### config.mk
export PLATFORM = sky130hd
export DESIGN_NAME = skvt_ctrl
export DESIGN_NICKNAME = d
export VERILOG_FILES = /design/src/design/skvt_pkg.sv /design/src/design/skvt_ctrl.sv
export SDC_FILE = /design/constraint.sdc
export NUM_CORES = 1
export LEC_CHECK = 0
export ABC_AREA = 1
export BUFFER_PORTS_ARGS = -buffer_cell sky130_fd_sc_hd__buf_2
export CORE_AREA = 4 4 41 43
export CTS_CLUSTER_DIAMETER = 50
export DETAILED_ROUTE_END_ITERATION = 7
export DIE_AREA = 0 0 45 47
export GPL_ROUTABILITY_DRIVEN = 0
export PLACE_DENSITY = 0.66
export SLEW_MARGIN = 20
export SYNTH_ARGS = -nofsm -noshare
export SYNTH_HDL_FRONTEND = slang
export SYNTH_SLANG_ARGS = --single-unit
### constraint.sdc
create_clock -name clock -period 2.7 [get_ports clock]
set_input_delay 0.81 -clock clock [delete_from_list [all_inputs] [get_ports clock]]
set_output_delay 0.81 -clock clock [all_outputs]
set_load 0.03 [all_outputs]
### src/design/skvt_pkg.sv
// ----------------------------------------------------------------------------
// skvt_pkg
// Shared types and constants for the sorted key/value table.
// ----------------------------------------------------------------------------
package skvt_pkg;

   localparam int KEY_W     = 32;
   localparam int VAL_W     = 32;
   localparam int CFG_W     = 9;
   localparam int TOTAL_W   = 9;
   localparam int STATUS_W  = 3;
   localparam int FUNC_W    = 2;

   localparam logic [CFG_W-1:0] MAX_ENTRIES_RESET = 9'd257;

   typedef enum logic [FUNC_W-1:0] {
      FUNC_ADD    = 2'd0,
      FUNC_FIND   = 2'd1,
      FUNC_DELETE = 2'd2,
      FUNC_NONE   = 2'd3
   } func_type;

   typedef enum logic [STATUS_W-1:0] {
      STAT_OK      = 3'd0,
      STAT_INVALID = 3'd1,
      STAT_DUP     = 3'd2,
      STAT_FULL    = 3'd3,
      STAT_MISSING = 3'd4,
      STAT_EMPTY   = 3'd5
   } status_type;

   typedef enum logic [2:0] {
      S_IDLE,
      S_SEARCH,
      S_SEARCH_WAIT,
      S_PROBE,
      S_SHIFT,
      S_DONE
   } ctrl_state_type;

   typedef struct packed {
      logic       load;
      logic       search_rd;
      logic       search_upd;
      logic       probe_rd;
      logic       status_load;
      status_type status;
      logic       found_take;
      logic       ins_start;
      logic       del_start;
      logic       shift_step;
      logic       ins_write;
      logic       count_inc;
      logic       count_dec;
      logic       rsp_load;
   } dp_cmd_type;

   typedef struct packed {
      func_type func;
      logic     search_more;
      logic     hit;
      logic     key_invalid;
      logic     add_room;
      logic     empty;
      logic     shift_more;
      logic     pend;
   } dp_stat_type;

endpackage

### src/design/skvt_ctrl.sv
// ----------------------------------------------------------------------------
// skvt_ctrl
// Operation sequencer: search, probe, shift, respond.
// ----------------------------------------------------------------------------
module skvt_ctrl (
   input  logic                    clock,
   input  logic                    reset,
   input  logic                    req_valid,
   output logic                    req_ready,
   output logic                    rsp_valid,
   input  logic                    rsp_ready,
   input  skvt_pkg::dp_stat_type   stat,
   output skvt_pkg::dp_cmd_type    cmd
);

   skvt_pkg::ctrl_state_type state_ff, state_in;
   logic                     rsp_valid_ff, rsp_valid_in;

   always_ff @(posedge clock) begin
      if (reset) begin
         state_ff     <= skvt_pkg::S_IDLE;
         rsp_valid_ff <= 1'b0;
      end else begin
         state_ff     <= state_in;
         rsp_valid_ff <= rsp_valid_in;
      end
   end

   always_comb begin
      state_in  = state_ff;
      cmd       = '0;
      cmd.status = skvt_pkg::STAT_OK;
      req_ready = 1'b0;
      unique case (state_ff)
         skvt_pkg::S_IDLE: begin
            req_ready = 1'b1;
            if (req_valid) begin
               cmd.load = 1'b1;
               state_in = skvt_pkg::S_SEARCH;
            end
         end
         skvt_pkg::S_SEARCH: begin
            if (stat.search_more) begin
               cmd.search_rd = 1'b1;
               state_in      = skvt_pkg::S_SEARCH_WAIT;
            end else begin
               cmd.probe_rd = 1'b1;
               state_in     = skvt_pkg::S_PROBE;
            end
         end
         skvt_pkg::S_SEARCH_WAIT: begin
            cmd.search_upd = 1'b1;
            state_in       = skvt_pkg::S_SEARCH;
         end
         skvt_pkg::S_PROBE: begin
            cmd.status_load = 1'b1;
            state_in        = skvt_pkg::S_DONE;
            case (stat.func)
               skvt_pkg::FUNC_ADD: begin
                  if (stat.key_invalid) begin
                     cmd.status = skvt_pkg::STAT_INVALID;
                  end else if (stat.hit) begin
                     cmd.status = skvt_pkg::STAT_DUP;
                  end else if (!stat.add_room) begin
                     cmd.status = skvt_pkg::STAT_FULL;
                  end else begin
                     cmd.ins_start = 1'b1;
                     state_in      = skvt_pkg::S_SHIFT;
                  end
               end
               skvt_pkg::FUNC_FIND: begin
                  if (stat.hit) begin
                     cmd.found_take = 1'b1;
                  end else begin
                     cmd.status = skvt_pkg::STAT_MISSING;
                  end
               end
               skvt_pkg::FUNC_DELETE: begin
                  if (stat.empty) begin
                     cmd.status = skvt_pkg::STAT_EMPTY;
                  end else if (!stat.hit) begin
                     cmd.status = skvt_pkg::STAT_MISSING;
                  end else begin
                     cmd.del_start = 1'b1;
                     state_in      = skvt_pkg::S_SHIFT;
                  end
               end
               default: begin
                  cmd.status = skvt_pkg::STAT_OK;
               end
            endcase
         end
         skvt_pkg::S_SHIFT: begin
            cmd.shift_step = 1'b1;
            if (!stat.shift_more && !stat.pend) begin
               if (stat.func == skvt_pkg::FUNC_ADD) begin
                  cmd.ins_write = 1'b1;
                  cmd.count_inc = 1'b1;
               end else begin
                  cmd.count_dec = 1'b1;
               end
               state_in = skvt_pkg::S_DONE;
            end
         end
         skvt_pkg::S_DONE: begin
            if (!rsp_valid_ff || rsp_ready) begin
               cmd.rsp_load = 1'b1;
               state_in     = skvt_pkg::S_IDLE;
            end
         end
         default: begin
            state_in = skvt_pkg::S_IDLE;
         end
      endcase
   end

   always_comb begin
      rsp_valid_in = rsp_valid_ff;
      if (cmd.rsp_load) begin
         rsp_valid_in = 1'b1;
      end else if (rsp_ready) begin
         rsp_valid_in = 1'b0;
      end
   end

   assign rsp_valid = rsp_valid_ff;

endmodule

== Word-level counts from Yosys, hierarchy flattened ==
Index checks and enable logic that the tools add are counted.
Word-level totals
  memories: 0
  register bits: 4
  logic and storage cells: 63
  bits in read-only memories: 0
  bits in latches: 0
  output and inout port bits: 18
  RAM bits: 0
Operators by class
  divide/modulo/power cells: 0
  magnitude comparators: 0
  multiply operators: 0
  shift operators: 0
  bitwise logic cells: 0
  equality and inequality tests: 10
  muxes and demuxes: 42
  add/sub/neg operators: 0
  reduce and logical (&&, ||, !) cells: 9
Operators with widths (count)
  3-bit 2-to-1 mux: 9
  1-bit 2-to-1 mux: 24
  3-bit case mux with 6 select lines: 1
  3-bit case mux with 3 select lines: 1
  2-bit 2-to-1 mux: 4
  7-bit 2-to-1 mux: 1
  3-bit by 2-bit == test with 1-bit output (second input constant): 2
  3-bit == test (second input constant): 2
  2-bit != test (second input constant): 3
  3-bit case mux with 2 select lines: 1
  4-bit 2-to-1 mux: 1
  3-bit by 1-bit == test with 1-bit output (second input constant): 1
  1-bit zero test: 3
  3-bit zero test: 1
  3-bit AND reduction: 1
  2-bit by 1-bit == test with 1-bit output (second input constant): 1
  2-bit == test (second input constant): 1
  2-bit zero test: 1
  2-bit nonzero test: 1
  1-bit logical AND: 1
  1-bit logical OR: 1

== Longest topological paths before layout ==
Gate-level depths: netlist of the first run.
  depth in word-level cells: 5
  gate-level depth with buffers: 8

== Least setup slack after synthesis of the first run ==
OpenSTA, ideal clock, no wires.
  path kind: input port to output port
  start point: in stat[0] (netlist name)
  end point: out cmd[3] (netlist name)
  arrival: 2.332 ns
  path slack: -0.442 ns
  buffers on the path: 1
  cell stages on the path: 4
  path through: nor2_1 -> inv_1 -> nor4_1 -> buf_4
RTL lines
  start, declared: line skvt_ctrl.sv:12  | input skvt_pkg::dp_stat_type stat,
  end, declared: line skvt_ctrl.sv:13  | output skvt_pkg::dp_cmd_type cmd

==> impl_results.md, run 1 <==
* Number of global-route vias before repair at between 400 and 500
* Remaining Overflow, GRT at 0
* Reg2Reg Launch Point: state_ff[2]$_SDFFE_PP0P_
* Fin nets at about 120
* Die width at roughly 45 um
* Root buf cell: clkbuf_4
* F_max at roughly 0.4 GHz
* Fillers at roughly 160
* Layout Area Growth over Synthesis at 45.6%
* Hold Path End: rsp_valid$_SDFFE_PP0P_
* Fin. Hold Viols at 0
* Clock sink total at 4
* Hold WC Path Type: reg2reg
* Synth area leaders: dfxtp_1, nor2_1, inv_1
* Post-Route WL at about 1100 um
* DR pass1 iterations at 2
* DR vias/cell at around 4.7
* Netlist cell types at 17
* Post-synth top area share at between 20% and 30%
* Pwr dens at around 500 nW/um2
* Mapped Cells at 72
* Die Y at between 40 and 50 um
* Worst R2R Path Depth at 5
* RR Endpoint: state_ff[2]$_SDFFE_PP0P_
* Area occupied by multi-input gates at approximately 240 um2
* TritonCTS buffer count at 3
* Layout cells sized above 1 at a little over a third
* Core ar. at 1300 um2
* Via count at about 550
* Total global-route track usage at a little under an eighth
* Slew headroom at ~81%
* Avg Cell Area, Syn at approximately 5.5 um2
* Largest net degree at the start of global routing at 9
* Initial Utilization at between 30% and 40%
* H-tree depth at 1
* CP endpoint kind: primary output
* Seq. cell area at around 80 um2
* Final setup TNS at 0 ns
* Number of buffers on the longest clock path at 2
* Final ANT Viol Nets at 0
* Maximum vdd drop at ~0.19 mV
* Final slew viol count at 0
* Number of port buffers at 30
* Tcrit/Tclk final at ~92%
* FF-to-FF setup slack at roughly 1.5 ns
* Mapped Area at 395 um2
* Cts repair resizes at 0
* Hpwl dp at 958 um
* Global-route wire length before repair at 1790 um
* Data required, critical path at around 1.9 ns
* DRC viols at 0
* Diodes inserted at 0
* Clk_skew at between 0.004 and 0.005 ns
* Setup Buffers After CTS at 0
* Layout Cells excl Fill at 117
* Crit path max fanout at 5
* Yosys warns at 0
* Syn Nets at between 80 and 90
* Final min period at 2.48 ns
* CTS tree: yes
* Crit path kind: in2out
* Later-pin clock latency in the skew report at roughly 0.23 ns
* Worst Tran Pin Value at ~0.28 ns
* Worst-path clk slew at around 0.04 ns
* Hold slack at about 0.53 ns
* Synth Register Bits at 4
* Critical path startpoint category: primary input
* Finish-stage setup viols at 0
* Antenna violations before repair at 0
* RSZ-0062 raised after global routing: false
* Initial drt markers at 3
* I/O Pins at 31
* Seq/Total Area, Yosys at 20.3%
* LEAKAGE at ~0.35 nW
* Max-cap viol count at 0
* WP data arrival at between 1.5 and 2 ns
* Placed cell count at about 110
* Number of placement rows at 13
* Crit path from: stat[8]
* Status: finished, final reports clean
* Worst Min Path Start: rsp_valid$_SDFFE_PP0P_
* Die area at 2120 um2
* Power Total at roughly 300 uW
* Post-synth top area cell: dfxtp_1
* CTS hold repair buffers at 0
* Cells on Worst Hold Path at 2
* Wire per inst at around 9.4 um
[sequential cells by signal, indices dropped and copies added (netlist names)]
| register | count |
|---|---|
| rsp_valid | 1 |
| state_ff | 3 |
[layer usage]
layer	wire, um	vias to the layer above	GRT usage [%]	share of wire, %
met1	453	236	13.4	41
met3	77	3	2.68	7.0
met5	0	-	0	0
li1	-	292	-	-
met2	560	15	19.2	51
met4	8	0	7.02	0.73
[critical path, stage by stage]
cell     delay, ns
buf_2         0.13
nor2_1        0.24
nand3_1       0.14
nor3_1        0.13
buf_2         0.22
[cells by family (layout without fill, tap and decap cells)]
| logic type | count (synthesis) | after routing | synth area share, % |
|---|---|---|---|
| AOI/OAI and AO/OA | 8 | 8 | 10.1 |
| buffers and inverters | 19 | 49 | 21.8 |
| DFF | 4 | 4 | 20.3 |
| and+or+nand+nor | 41 | 41 | 47.8 |
[worst max-delay path by stage]
stage	to	cells past startpoint
finish	cmd[6]	5
global route	cmd[6]	5
CTS	cmd[6]	5
detailed placement	cmd[6]	5
global placement	cmd[6]	5
floorplan	cmd[7]	4
[where the power goes]
group          switching [mW]  internal [mW]  leakage [nW]  total, mW
sequential             0.0135         0.0683        0.0328     0.0818
clock                  0.0223         0.0495        0.0138     0.0718
combinational          0.0976         0.0442         0.308      0.142
[cell usage in the layout, fill, tap and decap left out, drive strengths merged]
cell,count
a21oi,5
o21ai,3
nand3b,1
dfxtp,4
nor3,5
clkbuf,3
buf,30
or2,1
nand3,6
nand2,8
nor4,2
nand4,1
inv,16
nor2,17
[metrics by stage]
stage	setup slack, ns	utilization, %	area [um2]
6_report	0.220	44.2	576
5_1_grt	0.0932	44.2	576
3_5_place_dp	0.225	42.5	553
4_1_cts	0.212	44.2	576
3_3_place_gp	0.250	42.5	553
2_1_floorplan	0.0114	-	410
[cell usage after synthesis (all sizes together)]
master,count
nand3,6
dfxtp,4
nand3b,1
nor4,2
nand2,8
o21ai,3
nand4,1
nor3,5
or2,1
a21oi,5
inv,16
nor2,17
buf,3
[layout make-up]
cell class                      instances  share of cell area [%]
Multi-Input combinational cell         49                    42.4
Timing Repair Buffer                   30                    26.1
Sequential cell                         4                    13.9
Inverter                               16                    10.4
Clock buffer                            3                    3.91
Tap cell                               15                    3.26
No activity file was read; power rests on OpenSTA's default activity.
==> run 2: changes to the inputs <==
Settings changed: PLACE_DENSITY 0.66 to 0.62, REMOVE_ABC_BUFFERS from default to 1.
==> run 2 against run 1 <==
Net effect: power rose by 0.21%; global-route usage down 0.88 points; combinational power hardly changed; first-iteration DRC count rose to 3.0 times the previous value; sequential share of layout area increased by 0.37 points; clock skew down 0.0021 ns; clock power increased by 4.5%; largest cell class unchanged; highest routed layer unchanged.
==> impl_results.md, run 2 (same netlist as run 1, synthesis figures left out) <==
* TritonCTS buffer count at 3 (unchanged)
* Final slew viol count at 0 (unchanged)
* Largest register FFs at 3 (unchanged)
* CTS tree: yes (unchanged)
* Most frequent cells in the layout: buf_2, nor2_1, inv_1 (unchanged)
* Via count at 518 (was 546)
* Final ANT Viol Nets at 0 (unchanged)
* Fin. Hold Viols at 0 (unchanged)
* Hold WC Path Type: reg2reg (unchanged)
* RSZ-0062 raised after global routing: false (unchanged)
* Remaining Overflow, GRT at 0 (unchanged)
* Crit path kind: in2out (unchanged)
* Slew headroom at 79.3% (was 81.1%)
* Crit path from: stat[0] (was stat[8])
* Post-Route WL at 1100 um (about the same)
* Cts repair resizes at 0 (unchanged)
* Critical path startpoint category: primary input (unchanged)
* Diodes inserted at 0 (unchanged)
* H-tree depth at 1 (unchanged)
* Worst R2R Path Depth at 5 (unchanged)
* Reg with most FFs: state_ff (unchanged)
* Crit path max fanout at 2 (was 5)
* Hpwl dp at 927 um (was 958 um)
* Die width at 45 um (unchanged)
* F_max at 0.405 GHz (was 0.403 GHz)
* Clk_skew at 0.00266 ns (was 0.00481 ns)
* CP endpoint kind: primary output (unchanged)
* Core ar. at 1300 um2 (unchanged)
* DRC viols at 0 (unchanged)
* CTS hold repair buffers at 0 (unchanged)
* Data required, critical path at 1.89 ns (about the same)
* Finish-stage setup viols at 0 (unchanged)
* Tcrit/Tclk final at 91.4% (was 91.9%)
* Worst Tran Pin Value at 0.307 ns (was 0.283 ns)
* LEAKAGE at 0.351 nW (was 0.355 nW)
* Fin nets at 117 (unchanged)
* Commonest non-fill, non-tap cell in the layout: buf_2 (unchanged)
* Layout Area Growth over Synthesis at 41.8% (was 45.6%)
* Final min period at 2.47 ns (was 2.48 ns)
* Cells on Worst Hold Path at 2 (unchanged)
* Largest net degree at the start of global routing at 9 (unchanged)
* Total global-route track usage at 10.7% (was 11.5%)
* Clock sink total at 4 (unchanged)
* Setup Buffers After CTS at 0 (unchanged)
* Reg2Reg Launch Point: state_ff[2]$_SDFFE_PP0P_ (unchanged)
* Maximum vdd drop at 0.332 mV (was 0.186 mV)
* Pwr dens at 528 nW/um2 (was 513 nW/um2)
* Worst-path clk slew at 0.04 ns (about the same)
* Initial drt markers at 9 (was 3)
* Wire per inst at 9.38 um (was 9.40 um)
* Initial Utilization at 30.4% (unchanged)
* Global-route wire length before repair at 1640 um (was 1790 um)
* Die Y at 47 um (unchanged)
* DR vias/cell at 4.43 (was 4.67)
* Final setup TNS at 0 ns (unchanged)
* Max-cap viol count at 0 (unchanged)
* Number of buffers on the longest clock path at 2 (unchanged)
* DR pass1 iterations at 4 (was 2)
* Layout cells sized above 1 at 35.3% (was 36.3%)
* Later-pin clock latency in the skew report at 0.24 ns (was 0.23 ns)
* Number of port buffers at 30 (unchanged)
* Root buf cell: clkbuf_4 (unchanged)
* Number of global-route vias before repair at 438 (was 482)
* Antenna violations before repair at 0 (unchanged)
* Fillers at 147 (was 161)
* Worst Min Path Start: rsp_valid$_SDFFE_PP0P_ (unchanged)
* I/O Pins at 31 (unchanged)
* WP data arrival at 1.66 ns (was 1.67 ns)
* Status: finished, final reports clean (unchanged)
* Hold slack at 0.519 ns (was 0.532 ns)
* Die area at 2120 um2 (unchanged)
* Number of placement rows at 13 (unchanged)
[run 2: cell types whose count changed in the layout (fill, tap and decap cells not counted)]
| cell | previous run | this run |
|---|---|---|
| nor4_1 | 1 | 2 |
| nor4_4 | 1 | 0 |
[run 2: metal layers]
metal | part of all wire, % | vias up | global-route usage, %
met1 | 43 | 205 | 11.8
met3 | 13 | 3 | 1.53
met5 | 0 | - | 0
met2 | 41 | 25 | 17.5
li1 | - | 285 | -
met4 | 2.7 | 0 | 9.94
[run 2: critical path, cell delays in order]
cell	delay, ns
buf_2	0.09
nor2_1	0.13
inv_1	0.07
nor4_1	0.29
buf_2	0.26
[run 2: area by class of cell]
type | instances | area, um2 | share of cell area (%)
multi-input combinational | 49 | 229 | 40.8
timing repair buffer | 30 | 150 | 26.8
sequential | 4 | 80.1 | 14.3
inverter | 16 | 60.1 | 10.7
clock buffer | 3 | 22.5 | 4.02
tap | 15 | 18.8 | 3.35
[run 2: per-stage QoR]
step	utilization [%]	instances	total power, mW	instance area, um2	setup WS, ns
after CTS	43.1	117	0.302	561	0.215
final	43.1	117	0.296	561	0.231
after floorplan	-	69	0.181	369	-0.865
after detailed placement	41.3	114	0.223	538	0.215
after global routing	43.1	117	0.322	561	0.130
after global placement	41.3	114	0.222	538	0.241
[run 2: worst paths after layout]
check	to	slack (ns)
worst min register to register	rsp_valid$_SDFFE_PP0P_	0.52
worst max register to register	state_ff[2]$_SDFFE_PP0P_	1.52
worst min-delay path	rsp_valid$_SDFFE_PP0P_	0.52
worst max-delay path	cmd[2]	0.23
[run 2: where the power goes]
part	switching (mW)	total [mW]	leakage (nW)	internal [mW]
clock	0.0252	0.0750	0.0138	0.0498
sequential	0.0138	0.0821	0.0328	0.0683
combinational	0.0950	0.139	0.305	0.0440
total	0.134	0.296	0.351	0.162
==> run 3: changes to the inputs <==
Settings changed: BUFFER_PORTS_ARGS -buffer_cell sky130_fd_sc_hd__buf_2 to default, DONT_BUFFER_PORTS from default to 1, PLACE_DENSITY 0.62 to 0.42.
==> run 3 against run 2 <==
Net effect: via count fell by 11%; wire length fell by 7.0%; first-iteration DRC count fell by 11%; global-route usage rose by 0.079 points; combinational power fell by 10%; sequential power rose by 1%; register-to-register slack got worse by 0.03 ns; count of clock-buffer cells in the layout did not move; critical path depth fell by 1; clock power fell by 2.8%; utilization fell by 4.1 points; critical endpoint is now cmd[6].
==> impl_results.md, run 3 (same netlist as run 1, synthesis figures left out) <==
* Wl on met1 at 438 um (was 475 um)
* H-tree depth at 1 (unchanged)
* Fillers at 160 (was 147)
* Later-pin clock latency in the skew report at 0.23 ns (was 0.24 ns)
* Final min period at 2.30 ns (was 2.47 ns)
* Maximum vdd drop at 0.389 mV (was 0.332 mV)
* Crit-path leading delay family: simple AND/OR/NAND/NOR gates (was buffers and inverters)
* CTS hold repair buffers at 0 (unchanged)
* Most frequent cells in the layout: nor2_1, inv_1, buf_4 (was buf_2, nor2_1, inv_1)
* Crit path buf inv count at 1 (was 3)
* Fin. Hold Viols at 0 (unchanged)
* Seq. cell area at 80.1 um2 (unchanged)
* Hold WC Path Type: reg2reg (unchanged)
* Largest net degree at the start of global routing at 9 (unchanged)
* Reg2Reg Launch Point: state_ff[2]$_SDFFE_PP0P_ (unchanged)
* Power Total at 281 uW (was 296 uW)
* Worst-path clk slew at 0.04 ns (about the same)
* Layout cells sized above 1 at 22.6% (was 35.3%)
* Largest register FFs at 3 (unchanged)
* Remaining Overflow, GRT at 0 (unchanged)
* Number of global-route vias before repair at 412 (was 438)
* Number of buffers on the longest clock path at 2 (unchanged)
* CP endpoint kind: primary output (unchanged)
* Initial Utilization at 30.4% (unchanged)
* Initial drt markers at 8 (was 9)
* Number of port buffers at 0 (was 30)
* Clk_skew at 0.00467 ns (was 0.00266 ns)
* Crit path cell chain: nor2_1 > nand3_1 > nor3_1 > buf_4 (was buf_2 > nor2_1 > inv_1 > nor4_1 > buf_2)
* Crit path kind: in2out (unchanged)
* DR vias/cell at 4.67 (was 4.43)
* Hpwl dp at 888 um (was 927 um)
* Die width at 45 um (unchanged)
* Cts repair resizes at 0 (unchanged)
* F_max at 0.435 GHz (was 0.405 GHz)
* Total global-route track usage at 10.7% (about the same)
* DR pass1 iterations at 2 (was 4)
* Setup Buffers After CTS at 0 (unchanged)
* Final slew viol count at 0 (unchanged)
* Die area at 2120 um2 (unchanged)
* Root buf cell: clkbuf_4 (unchanged)
* DR top layer: met3 (was met4)
* Final ANT Viol Nets at 0 (unchanged)
* Core ar. at 1300 um2 (unchanged)
* Crit path from: stat[8] (was stat[0])
* Slew headroom at 61.3% (was 79.3%)
* Clock sink total at 4 (unchanged)
* Tcrit/Tclk final at 85.1% (was 91.4%)
* Slowest-stage cell, CP: nor2_1 (was nor4_1)
* WP data arrival at 1.49 ns (was 1.66 ns)
* Area occupied by multi-input gates at 235 um2 (was 229 um2)
* Number of placement rows at 13 (unchanged)
* Reg with most FFs: state_ff (unchanged)
* CP max stage delay at 0.22 ns (was 0.29 ns)
* Data required, critical path at 1.89 ns (about the same)
* TritonCTS buffer count at 3 (unchanged)
* LEAKAGE at 0.273 nW (was 0.351 nW)
* Core Util, Final at 38.9% (was 43.1%)
* I/O Pins at 31 (unchanged)
* Antenna violations before repair at 0 (unchanged)
* Finish-stage setup viols at 0 (unchanged)
* Worst Tran Pin Value at 0.578 ns (was 0.307 ns)
* Worst Min Path Start: state_ff[0]$_SDFFE_PP0P_ (was rsp_valid$_SDFFE_PP0P_)
* RSZ-0062 raised after global routing: false (unchanged)
* CTS tree: yes (unchanged)
* Crit path max fanout at 5 (was 2)
* Critical path startpoint category: primary input (unchanged)
* Post-Route WL at 1020 um (was 1100 um)
* WL met2 at 473 um (was 454 um)
* Wire per inst at 10.3 um (was 9.38 um)
* Commonest non-fill, non-tap cell in the layout: nor2_1 (was buf_2)
* Fin nets at 99 (was 117)
* Status: finished, final reports clean (unchanged)
* DRC viols at 0 (unchanged)
* Pwr dens at 554 nW/um2 (was 528 nW/um2)
* Global-route wire length before repair at 1660 um (was 1640 um)
* Metal3 WL at 109 um (was 139 um)
* Die Y at 47 um (unchanged)
* Max-cap viol count at 0 (unchanged)
* Diodes inserted at 0 (unchanged)
* Via count at 462 (was 518)
* Layout Area Growth over Synthesis at 28.2% (was 41.8%)
==> run 3: cell types whose count changed in the layout (fill, tap and decap cells not counted) <==
cell / before / now
buf_4: 0 / 12
nor4_1: 2 / 1
buf_2: 30 / 0
nor4_2: 0 / 1
==> run 3: worst paths after layout <==
kind	endpoint	slack, ns	depth (start not counted)
worst min-delay path	state_ff[1]$_SDFFE_PP0P_	0.54	2
worst min register to register	state_ff[1]$_SDFFE_PP0P_	0.54	2
worst max register to register	state_ff[2]$_SDFFE_PP0P_	1.49	6
worst max-delay path	cmd[6]	0.40	4
==> run 3: final cells by class <==
class / count / area share, %
Multi-Input combinational cell: 49 / 46.4
Clock buffer: 3 / 4.44
Sequential cell: 4 / 15.8
Tap cell: 15 / 3.70
Timing Repair Buffer: 12 / 17.8
Inverter: 16 / 11.9
==> run 3: stage by stage <==
| step | cells | TNS (ns) | setup slack, ns | instance area [um2] | hold slack [ns] |
|---|---|---|---|---|---|
| 6_report | 99 | 0 | 0.402 | 507 | 0.537 |
| 5_1_grt | 99 | 0 | 0.251 | 507 | 0.568 |
| 4_1_cts | 99 | 0 | 0.383 | 507 | 0.541 |
| 3_5_place_dp | 96 | 0 | 0.397 | 484 | 0.537 |
| 3_3_place_gp | 96 | 0 | 0.408 | 484 | 0.534 |
| 2_1_floorplan | 69 | -1.73 | -0.865 | 369 | 0.505 |
==> run 3: worst register-to-register path: cells and delay by family (launching register included) <==
kind,cells,cell delay (ns)
flip-flops,1,0.47
buffers and inverters,3,0.37
AND/OR/NAND/NOR,3,0.27
==> run 3: layer usage <==
layer	vias up	global-route usage (%)
met2	20	17.5
met4	0	1.75
met5	-	0
met3	0	5.75
li1	251	-
met1	191	12.7
==> run 3: power by group <==
part | internal [mW] | switching [mW] | leakage [nW]
Sequential | 0.0683 | 0.0149 | 0.0328
Clock | 0.0496 | 0.0233 | 0.0138
Combinational | 0.0365 | 0.0881 | 0.226
Total | 0.154 | 0.126 | 0.273
